File: config.mk
export PLATFORM = sky130hd
export DESIGN_NAME = uart_reply_parser_echo_filter_flat
export DESIGN_NICKNAME = d
export VERILOG_FILES = /design/src/hdl/urpef_pkg.sv /design/src/hdl/urpef_item_if.sv /design/src/hdl/urpef_result_if.sv /design/src/hdl/urpef_cfg_if.sv /design/src/hdl/urpef_ram.sv /design/src/hdl/uart_reply_parser_echo_filter.sv /design/src/flat_wrapper.sv
export VERILOG_INCLUDE_DIRS = /design/src /design/src/hdl
export SDC_FILE = /design/constraint.sdc
export NUM_CORES = 1
export LEC_CHECK = 0
export CELL_PAD_IN_SITES_DETAIL_PLACEMENT = 0
export CELL_PAD_IN_SITES_GLOBAL_PLACEMENT = 1
export CORE_UTILIZATION = 55
export CTS_CLUSTER_DIAMETER = 60
export DETAILED_ROUTE_END_ITERATION = 16
export DONT_BUFFER_PORTS = 1
export GPL_TIMING_DRIVEN = 0
export PLACE_DENSITY_LB_ADDON = 0.1
export SLEW_MARGIN = 20
export SYNTH_ARGS = -nofsm -noshare
export SYNTH_HDL_FRONTEND = slang
export SYNTH_SLANG_ARGS = --single-unit
File: constraint.sdc
create_clock -name clk -period 8.3 [get_ports clk]
set_input_delay 0 -clock clk [delete_from_list [all_inputs] [get_ports clk]]
set_output_delay 0 -clock clk [all_outputs]
set_load 0.02 [all_outputs]
File: src/hdl/assert_macros.svh
// ----------------------------------------------------------------------------
// Assertion macros
// Concurrent assertion helpers clocked on clk and disabled during arst_n.
// ----------------------------------------------------------------------------
`ifndef ASSERT_MACROS_SVH
`define ASSERT_MACROS_SVH
`ifndef SYNTH
// Implication or plain property that must hold at every clock edge.
`define URPEF_ASSERT(lbl, prop, msg) \
	lbl: assert property (@(posedge clk) disable iff (!arst_n) prop) else $error(msg);
// Condition that must never be true at a clock edge.
`define URPEF_ASSERT_NEVER(lbl, expr, msg) \
	lbl: assert property (@(posedge clk) disable iff (!arst_n) !(expr)) else $error(msg);
`else
`define URPEF_ASSERT(lbl, prop, msg)
`define URPEF_ASSERT_NEVER(lbl, expr, msg)
`endif
`endif

File: src/hdl/urpef_pkg.sv
// ----------------------------------------------------------------------------
// urpef_pkg
// Types and constants shared by the reply parser and its channel interfaces.
// ----------------------------------------------------------------------------
`default_nettype none

package urpef_pkg;

	// Default depth of the expected echo ring.
	localparam int unsigned ECHO_DEPTH_DEF = 16;

	// Field widths.
	localparam int unsigned KIND_W  = 2;
	localparam int unsigned BYTE_W  = 8;
	localparam int unsigned EVT_W   = 3;
	localparam int unsigned VALUE_W = 32;
	localparam int unsigned CIDX_W  = 2;
	localparam int unsigned CDATA_W = 16;
	localparam int unsigned WIN_W   = 16;
	localparam int unsigned AGE_W   = 17;
	localparam int unsigned PIDX_W  = 3;

	// Saturation value of the echo age counter.
	localparam logic [AGE_W-1:0] AGE_MAX = '1;

	// Reply header codes.
	localparam logic [BYTE_W-1:0] HDR_COUNT    = 8'hCB;
	localparam logic [BYTE_W-1:0] HDR_POSITION = 8'hF5;
	localparam logic [BYTE_W-1:0] HDR_DURATION = 8'hF7;

	// Payload lengths of the headers.
	localparam logic [PIDX_W-1:0] LEN_COUNT = 3'd1;
	localparam logic [PIDX_W-1:0] LEN_WORD  = 3'd4;

	// Reset values.
	localparam logic                FILTER_RST  = 1'b1;
	localparam logic [BYTE_W-1:0]   HIGHEST_RST = 8'd199;
	localparam logic [BYTE_W-1:0]   END_RST     = 8'd255;
	localparam logic [WIN_W-1:0]    WINDOW_RST  = 16'd100;
	localparam logic [BYTE_W-1:0]   LAST_RST    = 8'd255;

	// Input item kinds; the fourth code is unused and ignored.
	typedef enum logic [KIND_W-1:0] {
		KIND_RX   = 2'd0,
		KIND_TX   = 2'd1,
		KIND_TICK = 2'd2
	} kind_t;

	// Reported events.
	typedef enum logic [EVT_W-1:0] {
		EVT_FILE     = 3'd0,
		EVT_EOF      = 3'd1,
		EVT_COUNT    = 3'd2,
		EVT_POSITION = 3'd3,
		EVT_DURATION = 3'd4
	} evt_t;

	// Reply parser mode.
	typedef enum logic [1:0] {
		MODE_IDLE     = 2'd0,
		MODE_COUNT    = 2'd1,
		MODE_POSITION = 2'd2,
		MODE_DURATION = 2'd3
	} mode_t;

	// Configuration register indexes.
	typedef enum logic [CIDX_W-1:0] {
		CFG_FILTER_ON = 2'd0,
		CFG_HIGHEST   = 2'd1,
		CFG_END_CODE  = 2'd2,
		CFG_WINDOW    = 2'd3
	} cfg_idx_t;

endpackage

`default_nettype wire

File: src/hdl/urpef_item_if.sv
// ----------------------------------------------------------------------------
// urpef_item_if
// Input channel: received byte, transmitted byte or time tick.
// ----------------------------------------------------------------------------
`default_nettype none

interface urpef_item_if;
	logic                             valid;
	logic                             ready;
	logic [urpef_pkg::KIND_W-1:0]     kind;
	logic [urpef_pkg::BYTE_W-1:0]     data_byte;

	modport source (output valid, output kind, output data_byte, input ready);
	modport sink   (input valid, input kind, input data_byte, output ready);
endinterface

`default_nettype wire

File: src/hdl/urpef_result_if.sv
// ----------------------------------------------------------------------------
// urpef_result_if
// Result channel: reported event and its value.
// ----------------------------------------------------------------------------
`default_nettype none

interface urpef_result_if;
	logic                             valid;
	logic                             ready;
	logic [urpef_pkg::EVT_W-1:0]      event_res;
	logic [urpef_pkg::VALUE_W-1:0]    value;

	modport source (output valid, output event_res, output value, input ready);
	modport sink   (input valid, input event_res, input value, output ready);
endinterface

`default_nettype wire

File: src/hdl/urpef_cfg_if.sv
// ----------------------------------------------------------------------------
// urpef_cfg_if
// Configuration write channel: register index and write data.
// ----------------------------------------------------------------------------
`default_nettype none

interface urpef_cfg_if;
	logic                             valid;
	logic                             ready;
	logic [urpef_pkg::CIDX_W-1:0]     index;
	logic [urpef_pkg::CDATA_W-1:0]    wdata;

	modport source (output valid, output index, output wdata, input ready);
	modport sink   (input valid, input index, input wdata, output ready);
endinterface

`default_nettype wire

File: src/hdl/urpef_ram.sv
// ----------------------------------------------------------------------------
// urpef_ram
// Generic single write port RAM with one registered read port.
// ----------------------------------------------------------------------------
`default_nettype none

module urpef_ram #(
	parameter int unsigned WIDTH = 8,
	parameter int unsigned DEPTH = 16
) (
	input  wire logic                     clk,
	input  wire logic                     we,
	input  wire logic [$clog2(DEPTH)-1:0] waddr,
	input  wire logic [WIDTH-1:0]         wdata,
	input  wire logic [$clog2(DEPTH)-1:0] raddr,
	output      logic [WIDTH-1:0]         rdata
);

	logic [WIDTH-1:0] mem [DEPTH];

	// Write port.
	always_ff @(posedge clk) begin
		if (we) begin
			mem[waddr] <= wdata;
		end
	end

	// Registered read; returns the old contents on a same-address write.
	always_ff @(posedge clk) begin
		rdata <= mem[raddr];
	end

endmodule

`default_nettype wire

File: src/hdl/uart_reply_parser_echo_filter.sv
// ----------------------------------------------------------------------------
// uart_reply_parser_echo_filter: items pass the input stage, then the result register.
// Throughput one item per cycle unless results stall; ring RAM read is prefetched.
// Asynchronous active-low reset; the ring needs no clearing pass after reset.
// ----------------------------------------------------------------------------
`default_nettype none
`include "assert_macros.svh"

module uart_reply_parser_echo_filter #(
	parameter int unsigned ECHO_DEPTH = urpef_pkg::ECHO_DEPTH_DEF
) (
	input  wire logic          clk,
	input  wire logic          arst_n,
	urpef_item_if.sink         item,
	urpef_result_if.source     result,
	urpef_cfg_if.sink          cfg
);

	localparam int unsigned HEAD_W = $clog2(ECHO_DEPTH);
	localparam int unsigned CNT_W  = $clog2(ECHO_DEPTH + 1);
	localparam int unsigned SUM_W  = HEAD_W + 1;

	localparam int unsigned BW = urpef_pkg::BYTE_W;

	// Configuration registers.
	logic                         filt_q;
	logic [BW-1:0]                hi_q;
	logic [BW-1:0]                end_q;
	logic [urpef_pkg::WIN_W-1:0]  win_q;

	// Input stage.
	logic                         valid_s1;
	logic [urpef_pkg::KIND_W-1:0] kind_s1;
	logic [BW-1:0]                byte_s1;

	// Parser and ring state.
	urpef_pkg::mode_t             mode_q, mode_d;
	logic [urpef_pkg::PIDX_W-1:0] pidx_q, pidx_d;
	logic [urpef_pkg::PIDX_W-1:0] plen_q, plen_d;
	logic [BW-1:0]                pb_q [4];
	logic [BW-1:0]                pb_d [4];
	logic [BW-1:0]                last_q, last_d;
	logic [HEAD_W-1:0]            head_q, head_d;
	logic [CNT_W-1:0]             cnt_q, cnt_d;
	logic [urpef_pkg::AGE_W-1:0]  age_q, age_d;

	// Result register.
	logic                         out_valid_q;
	urpef_pkg::evt_t              out_event_q;
	logic [urpef_pkg::VALUE_W-1:0] out_value_q;

	// Combinational result of the current item.
	logic                         res_emit;
	urpef_pkg::evt_t              res_event;
	logic [urpef_pkg::VALUE_W-1:0] res_value;
	logic                         popped;

	// Ring RAM access and same-address bypass.
	logic                         ram_we;
	logic [HEAD_W-1:0]            ram_waddr;
	logic [BW-1:0]                ram_rdata;
	logic                         byp_q;
	logic [BW-1:0]                byp_data_q;
	logic [BW-1:0]                head_data;

	// Ring pointer helpers.
	logic                         ring_full;
	logic [HEAD_W-1:0]            head_inc;
	logic [HEAD_W-1:0]            head_a;
	logic [CNT_W-1:0]             cnt_a;
	logic [SUM_W-1:0]             tail_sum;
	logic [HEAD_W-1:0]            tail;

	logic                         s1_fire;
	logic                         in_fire;

	// Handshake: the input stage advances whenever the result register is free or drains.
	assign s1_fire    = valid_s1 && (!out_valid_q || result.ready);
	assign item.ready = !valid_s1 || s1_fire;
	assign in_fire    = item.valid && item.ready;
	assign cfg.ready  = 1'b1;

	assign result.valid     = out_valid_q;
	assign result.event_res = out_event_q;
	assign result.value     = out_value_q;

	// Configuration writes.
	always_ff @(posedge clk or negedge arst_n) begin
		if (!arst_n) begin
			filt_q <= urpef_pkg::FILTER_RST;
			hi_q   <= urpef_pkg::HIGHEST_RST;
			end_q  <= urpef_pkg::END_RST;
			win_q  <= urpef_pkg::WINDOW_RST;
		end else if (cfg.valid) begin
			unique case (cfg.index)
				urpef_pkg::CFG_FILTER_ON: filt_q <= cfg.wdata[0];
				urpef_pkg::CFG_HIGHEST:   hi_q   <= cfg.wdata[BW-1:0];
				urpef_pkg::CFG_END_CODE:  end_q  <= cfg.wdata[BW-1:0];
				urpef_pkg::CFG_WINDOW:    win_q  <= cfg.wdata;
				default:                  filt_q <= filt_q;
			endcase
		end
	end

	// Input stage register.
	always_ff @(posedge clk or negedge arst_n) begin
		if (!arst_n) begin
			valid_s1 <= 1'b0;
		end else if (in_fire) begin
			valid_s1 <= 1'b1;
		end else if (s1_fire) begin
			valid_s1 <= 1'b0;
		end
	end

	always_ff @(posedge clk) begin
		if (in_fire) begin
			kind_s1 <= item.kind;
			byte_s1 <= item.data_byte;
		end
	end

	// Ring pointer arithmetic: drop the oldest entry when full, then find the tail.
	assign ring_full = (cnt_q == CNT_W'(ECHO_DEPTH));
	assign head_inc  = (head_q == HEAD_W'(ECHO_DEPTH - 1)) ? '0 : head_q + 1'b1;
	assign head_a    = ring_full ? head_inc : head_q;
	assign cnt_a     = ring_full ? CNT_W'(ECHO_DEPTH - 1) : cnt_q;
	assign tail_sum  = SUM_W'(head_a) + SUM_W'(cnt_a);
	assign tail      = (tail_sum >= SUM_W'(ECHO_DEPTH)) ?
		HEAD_W'(tail_sum - SUM_W'(ECHO_DEPTH)) : HEAD_W'(tail_sum);
	assign ram_waddr = tail;

	// Oldest expected echo, forwarded when it was written in the previous cycle.
	assign head_data = byp_q ? byp_data_q : ram_rdata;

	// Next state and result of the item in the input stage.
	always_comb begin
		mode_d    = mode_q;
		pidx_d    = pidx_q;
		plen_d    = plen_q;
		pb_d      = pb_q;
		last_d    = last_q;
		head_d    = head_q;
		cnt_d     = cnt_q;
		age_d     = age_q;
		res_emit  = 1'b0;
		res_event = urpef_pkg::EVT_FILE;
		res_value = '0;
		ram_we    = 1'b0;
		popped    = 1'b0;
		if (s1_fire) begin
			unique case (kind_s1)
				urpef_pkg::KIND_RX: begin
					if (mode_q != urpef_pkg::MODE_IDLE) begin
						// Collect a payload byte and report once the payload is complete.
						pb_d[pidx_q[1:0]] = byte_s1;
						pidx_d = pidx_q + 1'b1;
						if (!(pidx_d < plen_q)) begin
							res_emit = 1'b1;
							mode_d   = urpef_pkg::MODE_IDLE;
							if (mode_q == urpef_pkg::MODE_COUNT) begin
								res_event = urpef_pkg::EVT_COUNT;
								res_value = {24'd0, pb_d[0]};
							end else begin
								res_event = (mode_q == urpef_pkg::MODE_POSITION) ?
									urpef_pkg::EVT_POSITION : urpef_pkg::EVT_DURATION;
								res_value = {pb_d[0], pb_d[1], pb_d[2], pb_d[3]};
							end
						end
					end else begin
						// Drop stale echoes, or swallow a byte that matches the oldest one.
						if (cnt_q != '0) begin
							if (age_q > {1'b0, win_q}) begin
								head_d = '0;
								cnt_d  = '0;
							end else if (byte_s1 == head_data) begin
								head_d = head_inc;
								cnt_d  = cnt_q - 1'b1;
								popped = 1'b1;
							end
						end
						// Classify a byte that is not an echo.
						if (!popped) begin
							priority if (byte_s1 <= hi_q) begin
								if (byte_s1 != last_q) begin
									last_d    = byte_s1;
									res_emit  = 1'b1;
									res_event = urpef_pkg::EVT_FILE;
									res_value = {24'd0, byte_s1};
								end
							end else if (byte_s1 == end_q) begin
								res_emit  = 1'b1;
								res_event = urpef_pkg::EVT_EOF;
							end else if (byte_s1 == urpef_pkg::HDR_COUNT) begin
								mode_d = urpef_pkg::MODE_COUNT;
								pidx_d = '0;
								plen_d = urpef_pkg::LEN_COUNT;
							end else if (byte_s1 == urpef_pkg::HDR_POSITION) begin
								mode_d = urpef_pkg::MODE_POSITION;
								pidx_d = '0;
								plen_d = urpef_pkg::LEN_WORD;
							end else if (byte_s1 == urpef_pkg::HDR_DURATION) begin
								mode_d = urpef_pkg::MODE_DURATION;
								pidx_d = '0;
								plen_d = urpef_pkg::LEN_WORD;
							end
						end
					end
				end
				urpef_pkg::KIND_TX: begin
					// With filtering on, queue the transmitted byte as an expected echo.
					if (filt_q) begin
						head_d = head_a;
						cnt_d  = cnt_a + 1'b1;
						ram_we = 1'b1;
						age_d  = '0;
					end
				end
				urpef_pkg::KIND_TICK: begin
					if (age_q != urpef_pkg::AGE_MAX) begin
						age_d = age_q + 1'b1;
					end
				end
				default: begin
					age_d = age_q;
				end
			endcase
		end
	end

	// Control state registers.
	always_ff @(posedge clk or negedge arst_n) begin
		if (!arst_n) begin
			mode_q <= urpef_pkg::MODE_IDLE;
			pidx_q <= '0;
			plen_q <= '0;
			last_q <= urpef_pkg::LAST_RST;
			head_q <= '0;
			cnt_q  <= '0;
			age_q  <= '0;
			byp_q  <= 1'b0;
		end else begin
			mode_q <= mode_d;
			pidx_q <= pidx_d;
			plen_q <= plen_d;
			last_q <= last_d;
			head_q <= head_d;
			cnt_q  <= cnt_d;
			age_q  <= age_d;
			byp_q  <= ram_we && (ram_waddr == head_d);
		end
	end

	// Payload bytes and bypass data.
	always_ff @(posedge clk) begin
		pb_q       <= pb_d;
		byp_data_q <= byte_s1;
	end

	// Result register.
	always_ff @(posedge clk or negedge arst_n) begin
		if (!arst_n) begin
			out_valid_q <= 1'b0;
		end else if (s1_fire) begin
			out_valid_q <= res_emit;
		end else if (result.ready) begin
			out_valid_q <= 1'b0;
		end
	end

	always_ff @(posedge clk) begin
		if (s1_fire && res_emit) begin
			out_event_q <= res_event;
			out_value_q <= res_value;
		end
	end

	// Expected echo ring; read address follows the next head so the oldest
	// entry is ready for the following item.
	urpef_ram #(
		.WIDTH (BW),
		.DEPTH (ECHO_DEPTH)
	) u_ring (
		.clk   (clk),
		.we    (ram_we),
		.waddr (ram_waddr),
		.wdata (byte_s1),
		.raddr (head_d),
		.rdata (ram_rdata)
	);

	// Assertions.
	`URPEF_ASSERT_NEVER(a_cnt_bound, cnt_q > CNT_W'(ECHO_DEPTH), "echo count above ring depth")
	`URPEF_ASSERT_NEVER(a_head_bound, head_q > HEAD_W'(ECHO_DEPTH - 1), "echo head outside ring")
	`URPEF_ASSERT(a_plen_valid, (mode_q != urpef_pkg::MODE_IDLE) |->
		(plen_q == urpef_pkg::LEN_COUNT || plen_q == urpef_pkg::LEN_WORD),
		"payload length does not match header")
	`URPEF_ASSERT(a_rx_only_result,
		(s1_fire && kind_s1 != urpef_pkg::KIND_RX) |-> !res_emit,
		"result from an item that is not a received byte")

endmodule

`default_nettype wire
File: src/flat_wrapper.sv
// flat-port wrapper written by rule: the top's interface ports become plain ports
module uart_reply_parser_echo_filter_flat 
#(
	parameter int unsigned ECHO_DEPTH = urpef_pkg::ECHO_DEPTH_DEF
)
  (clk, arst_n, item_valid, item_kind, item_data_byte, item_ready, result_valid, result_event_res, result_value, result_ready, cfg_valid, cfg_index, cfg_wdata, cfg_ready);
  urpef_item_if item_i ();
  urpef_result_if result_i ();
  urpef_cfg_if cfg_i ();
  input  wire logic clk;
  input  wire logic arst_n;
  input wire logic [$bits(item_i.valid)-1:0] item_valid;
  input wire logic [$bits(item_i.kind)-1:0] item_kind;
  input wire logic [$bits(item_i.data_byte)-1:0] item_data_byte;
  output wire logic [$bits(item_i.ready)-1:0] item_ready;
  output wire logic [$bits(result_i.valid)-1:0] result_valid;
  output wire logic [$bits(result_i.event_res)-1:0] result_event_res;
  output wire logic [$bits(result_i.value)-1:0] result_value;
  input wire logic [$bits(result_i.ready)-1:0] result_ready;
  input wire logic [$bits(cfg_i.valid)-1:0] cfg_valid;
  input wire logic [$bits(cfg_i.index)-1:0] cfg_index;
  input wire logic [$bits(cfg_i.wdata)-1:0] cfg_wdata;
  output wire logic [$bits(cfg_i.ready)-1:0] cfg_ready;
  assign item_i.valid = item_valid;
  assign item_i.kind = item_kind;
  assign item_i.data_byte = item_data_byte;
  assign item_ready = item_i.ready;
  assign result_valid = result_i.valid;
  assign result_event_res = result_i.event_res;
  assign result_value = result_i.value;
  assign result_i.ready = result_ready;
  assign cfg_i.valid = cfg_valid;
  assign cfg_i.index = cfg_index;
  assign cfg_i.wdata = cfg_wdata;
  assign cfg_ready = cfg_i.ready;
  uart_reply_parser_echo_filter #(.ECHO_DEPTH(ECHO_DEPTH)) u_core (.clk(clk), .arst_n(arst_n), .item(item_i), .result(result_i), .cfg(cfg_i));
endmodule
==> flow_summary.yaml <==
route:
  drt_iter0_markers: 473
  viasPerCell: 5.53
  drcViolationCount: 0
  routed_wl_um: 28000
  via_count: 7832
  wl_per_cell_um: 19.8
  first_pass_iters: 5
  ant_nets: 0
clocking:
  clock-sinks: 298
  cts_resized: 0
  cts_setup_buffers: 0
  htreeDepth: 1
  clock_latency_ps: 570
  clockBufferDepth: 3
  clkSlewWorstSetupHoldPaths_ps: 60
  root_buffer: "clkbuf_16"
  cts_buffers: 30
  cts_tree: "done"
floorplan:
  start_util: 0.562
  core-area_mm2: 0.0243
  pin_count: 71
  fp.dieH_um: 160
  die_w_um: 160
  die-area_mm2: 0.0255
  num_rows: 57
place:
  hpwl_um: 18500
  placed_area_mm2: 0.0141
  gp_congestion: 0.784
  io_buffers: 0
sta:
  period_minus_slack_ps: 4480
  skew_ps: 18.9
  max_freq_mhz: 223
  grt_setup_unrepaired: "false"
  period_share: 0.540
  tns_ps: 0
  max-slew-margin-rel: 0.401
  maxSlewViolCount: 0
  final-hold-violation-count: 0
  worst_pin_slew_ps: 895
  hold_ws_ps: 1.65
  finalSetupViolCount: 0
final_layout:
  n_antenna_cell: 0
  syn_to_final_growth_pct: 12.7
  drive_gt1_frac: 0.168
  utilization: 0.633
  nets: 1147
  fillers: 1847
  fin_area_mm2: 0.0154
yosys:
  netlist_area_mm2: 0.0137
  postSynth.asyncResetShare: 0.258
  avgSynthCellArea_um2: 13.7
  synth_nets: 1077
  ys_seq_area_frac: 0.617
  yosysWarnings: 0
  syn_inst: 1000
  synth.lib_cells_used.distinct: 73
  ys.flop_type: "edfxtp_1"
  synth.ff_latch_count: 298
  synth-edff-count: 205
run_status:
  status: "completed"
power:
  pwr-share-seq: 0.477
  clkPwrFrac: 0.308
  powerDensity_mw_per_mm2: 264
  p_leak_nw: 5.76
  p_sw_frac: 0.294
  p_switching_mw: 1.19
  p_int_mw: 2.87
  vdd_ir_drop_max_uv: 209
  p_comb_frac: 0.214
worst_setup_path:
  startpoint_type: "flop"
  critPathArrivalTime_ps: 4670
  critPathMaxFanout: 10
  worstSetupEndpointType: "flop"
  path_class: "reg2reg"
  required_ps: 8490
grt:
  antenna_found_initial: 0
  use_met1: 0.312
  busiest_layer: "met2"
  grt_pass1_wl_um: 44500
  grt.overflow.total: 0
  grt_usage: 0.227
  grt_pass1_vias: 8070
  gr-usage-met3: 0.0257
  met2_usage: 0.385
  grt_max_degree: 78
run:
  maxCapViolCount: 0
min_path:
  hp-class: "in2reg"
## through the flow
step           cells  power, mW  worst slack, ps
2_1_floorplan   1000       2.59             4620
3_3_place_gp    1324       2.80             3830
3_5_place_dp    1324       2.81             3850
4_1_cts         1417       4.09             3840
5_1_grt         1417       4.28             3400
6_report        1417       4.06             3820
## synth_stat cells (3+ instances only)
master / count / area [um2]
edfxtp_1: 205 / 6160
mux2i_1: 113 / 1130
inv_1: 62 / 233
mux2_2: 61 / 687
nor2_1: 60 / 225
nand2_1: 54 / 203
dfrtp_1: 52 / 1300
ha_1: 43 / 538
o21ai_0: 39 / 195
xor2_1: 34 / 298
dfstp_2: 25 / 657
and3_1: 23 / 144
a21oi_1: 21 / 105
clkbuf_1: 19 / 71.3
dfxtp_1: 16 / 320
nand3_1: 14 / 70.1
xnor2_1: 14 / 123
a22oi_1: 10 / 75.1
buf_4: 9 / 67.6
a22oi_2: 8 / 100
nand4_1: 8 / 50.1
nor3_1: 7 / 35.0
nand2b_1: 5 / 31.3
nor4_1: 5 / 31.3
o21a_1: 5 / 37.5
or2_2: 5 / 31.3
and2_1: 4 / 25.0
buf_2: 4 / 20.0
buf_6: 4 / 45.0
clkbuf_8: 4 / 55.1
nand3b_1: 4 / 30.0
nor2b_1: 4 / 25.0
nand4b_1: 3 / 26.3
o211ai_1: 3 / 22.5
## sequential cells by signal, indices dropped and copies added (netlist names), 2 cells and up
signal                   cells
u_core.age_q                17
u_core.byp_data_q            8
u_core.byte_s1               8
u_core.cnt_q                 5
u_core.end_q                 8
u_core.head_q                4
u_core.hi_q                  8
u_core.kind_s1               2
u_core.last_q                8
u_core.mode_q                2
u_core.pb_q                 32
u_core.pidx_q                3
u_core.plen_q                2
u_core.result.event_res      3
u_core.result.value         32
u_core.u_ring.mem          128
u_core.u_ring.rdata          8
u_core.win_q                16
## power groups by stage
stage | sequential (mW) | combinational, mW | clock (mW)
after floorplan | 1.93 | 0.661 | 0
after global placement | 1.96 | 0.831 | 0
after detailed placement | 1.97 | 0.842 | 0
after CTS | 1.94 | 0.876 | 1.28
after global routing | 1.96 | 0.978 | 1.34
final | 1.94 | 0.871 | 1.25
## path summary, 6_finish.rpt
path	from	to	slack, ps	cells after the start
min in group asynchronous	arst_n	u_core.cnt_q[4]$_DFFE_PN0P_	20	2
max in group asynchronous	arst_n	u_core.last_q[0]$_DFFE_PN1P_	7910	2
worst min-delay path	cfg_valid	u_core.end_q[6]$_DFFE_PN1P_	2	2
worst max-delay path	u_core.cnt_q[0]$_DFFE_PN0P_	u_core.u_ring.mem[7][3]$_DFFE_PP_	3820	11
worst min register to register	u_core.last_q[1]$_DFFE_PN1P_	u_core.last_q[1]$_DFFE_PN1P_	490	2
worst max register to register	u_core.cnt_q[0]$_DFFE_PN0P_	u_core.u_ring.mem[7][3]$_DFFE_PP_	3820	11
## worst max-delay path, stage by stage (launching register included)
cell and delay (ps):
dfrtp_1 410, inv_1 110, ha_1 200, nor4bb_1 640, clkbuf_1 420, mux2_2 430, ha_1 290, a21o_1 150
a21oi_1 160, xor2_1 400, nand2_1 180, nor2_1 710
## kinds of logic after synthesis
family,Yosys count,synth area share
muxes,174,0.133
and+or+nand+nor,214,0.0808
xor gates and xnor gates,48,0.0307
adders and majority gates,44,0.0408
buffers and inverters,104,0.0365
DFF,298,0.617
other,1,0.000274
AOI/OAI and AO/OA,117,0.0611
## layout by cell type (no fill, tap or decap), types with 4 or more instances in the layout
| cell | netlist | routed |
|---|---|---|
| a22oi_1 | 10 | 10 |
| o21ai_0 | 39 | 39 |
| nand4_1 | 8 | 8 |
| a21oi_1 | 21 | 21 |
| nor4_1 | 5 | 5 |
| edfxtp_1 | 205 | 205 |
| buf_6 | 4 | 4 |
| xor2_1 | 34 | 34 |
| buf_2 | 4 | 4 |
| buf_4 | 9 | 9 |
| nor3_1 | 7 | 7 |
| inv_1 | 62 | 61 |
| dfstp_2 | 25 | 25 |
| nand3_1 | 14 | 14 |
| and2_1 | 4 | 4 |
| clkbuf_8 | 4 | 8 |
| ha_1 | 43 | 43 |
| nor2_1 | 60 | 60 |
| dlygate4sd3_1 | 0 | 37 |
| mux2_2 | 61 | 61 |
| and3_1 | 23 | 23 |
| xnor2_1 | 14 | 14 |
| nand2b_1 | 5 | 5 |
| o21a_1 | 5 | 5 |
| nand3b_1 | 4 | 4 |
| dfrtp_1 | 52 | 52 |
| mux2i_1 | 113 | 113 |
| clkinv_2 | 0 | 6 |
| nand2_1 | 54 | 53 |
| clkbuf_1 | 19 | 24 |
| clkbuf_16 | 0 | 30 |
| nor2b_1 | 4 | 4 |
| or2_2 | 5 | 5 |
| a22oi_2 | 8 | 8 |
| clkinv_1 | 0 | 7 |
| dfxtp_1 | 16 | 16 |
## per-layer routing
layer / part of all wire / up-vias
met3: 0.035 / 41
met5: 0 / -
met4: 0.023 / 0
li1: - / 3785
met1: 0.45 / 3859
met2: 0.49 / 147
## layout make-up
cell class | instances | area [um2] | share of cell area
well taps | 324 | 405 | 0.0263
inverters | 63 | 236 | 0.0154
repair buffers | 38 | 398 | 0.0258
clock inverters | 16 | 100 | 0.00650
flip-flops and latches | 298 | 8430 | 0.548
plain buffers | 41 | 263 | 0.0171
multi-input cells | 598 | 4740 | 0.308
clock buffers | 39 | 825 | 0.0535
## timing repair
item                       CTS  global route
setup endpoints to repair    0             0
hold buffers                38             0
hold endpoints to repair   132             0
(Power assumes the default switching activity.)
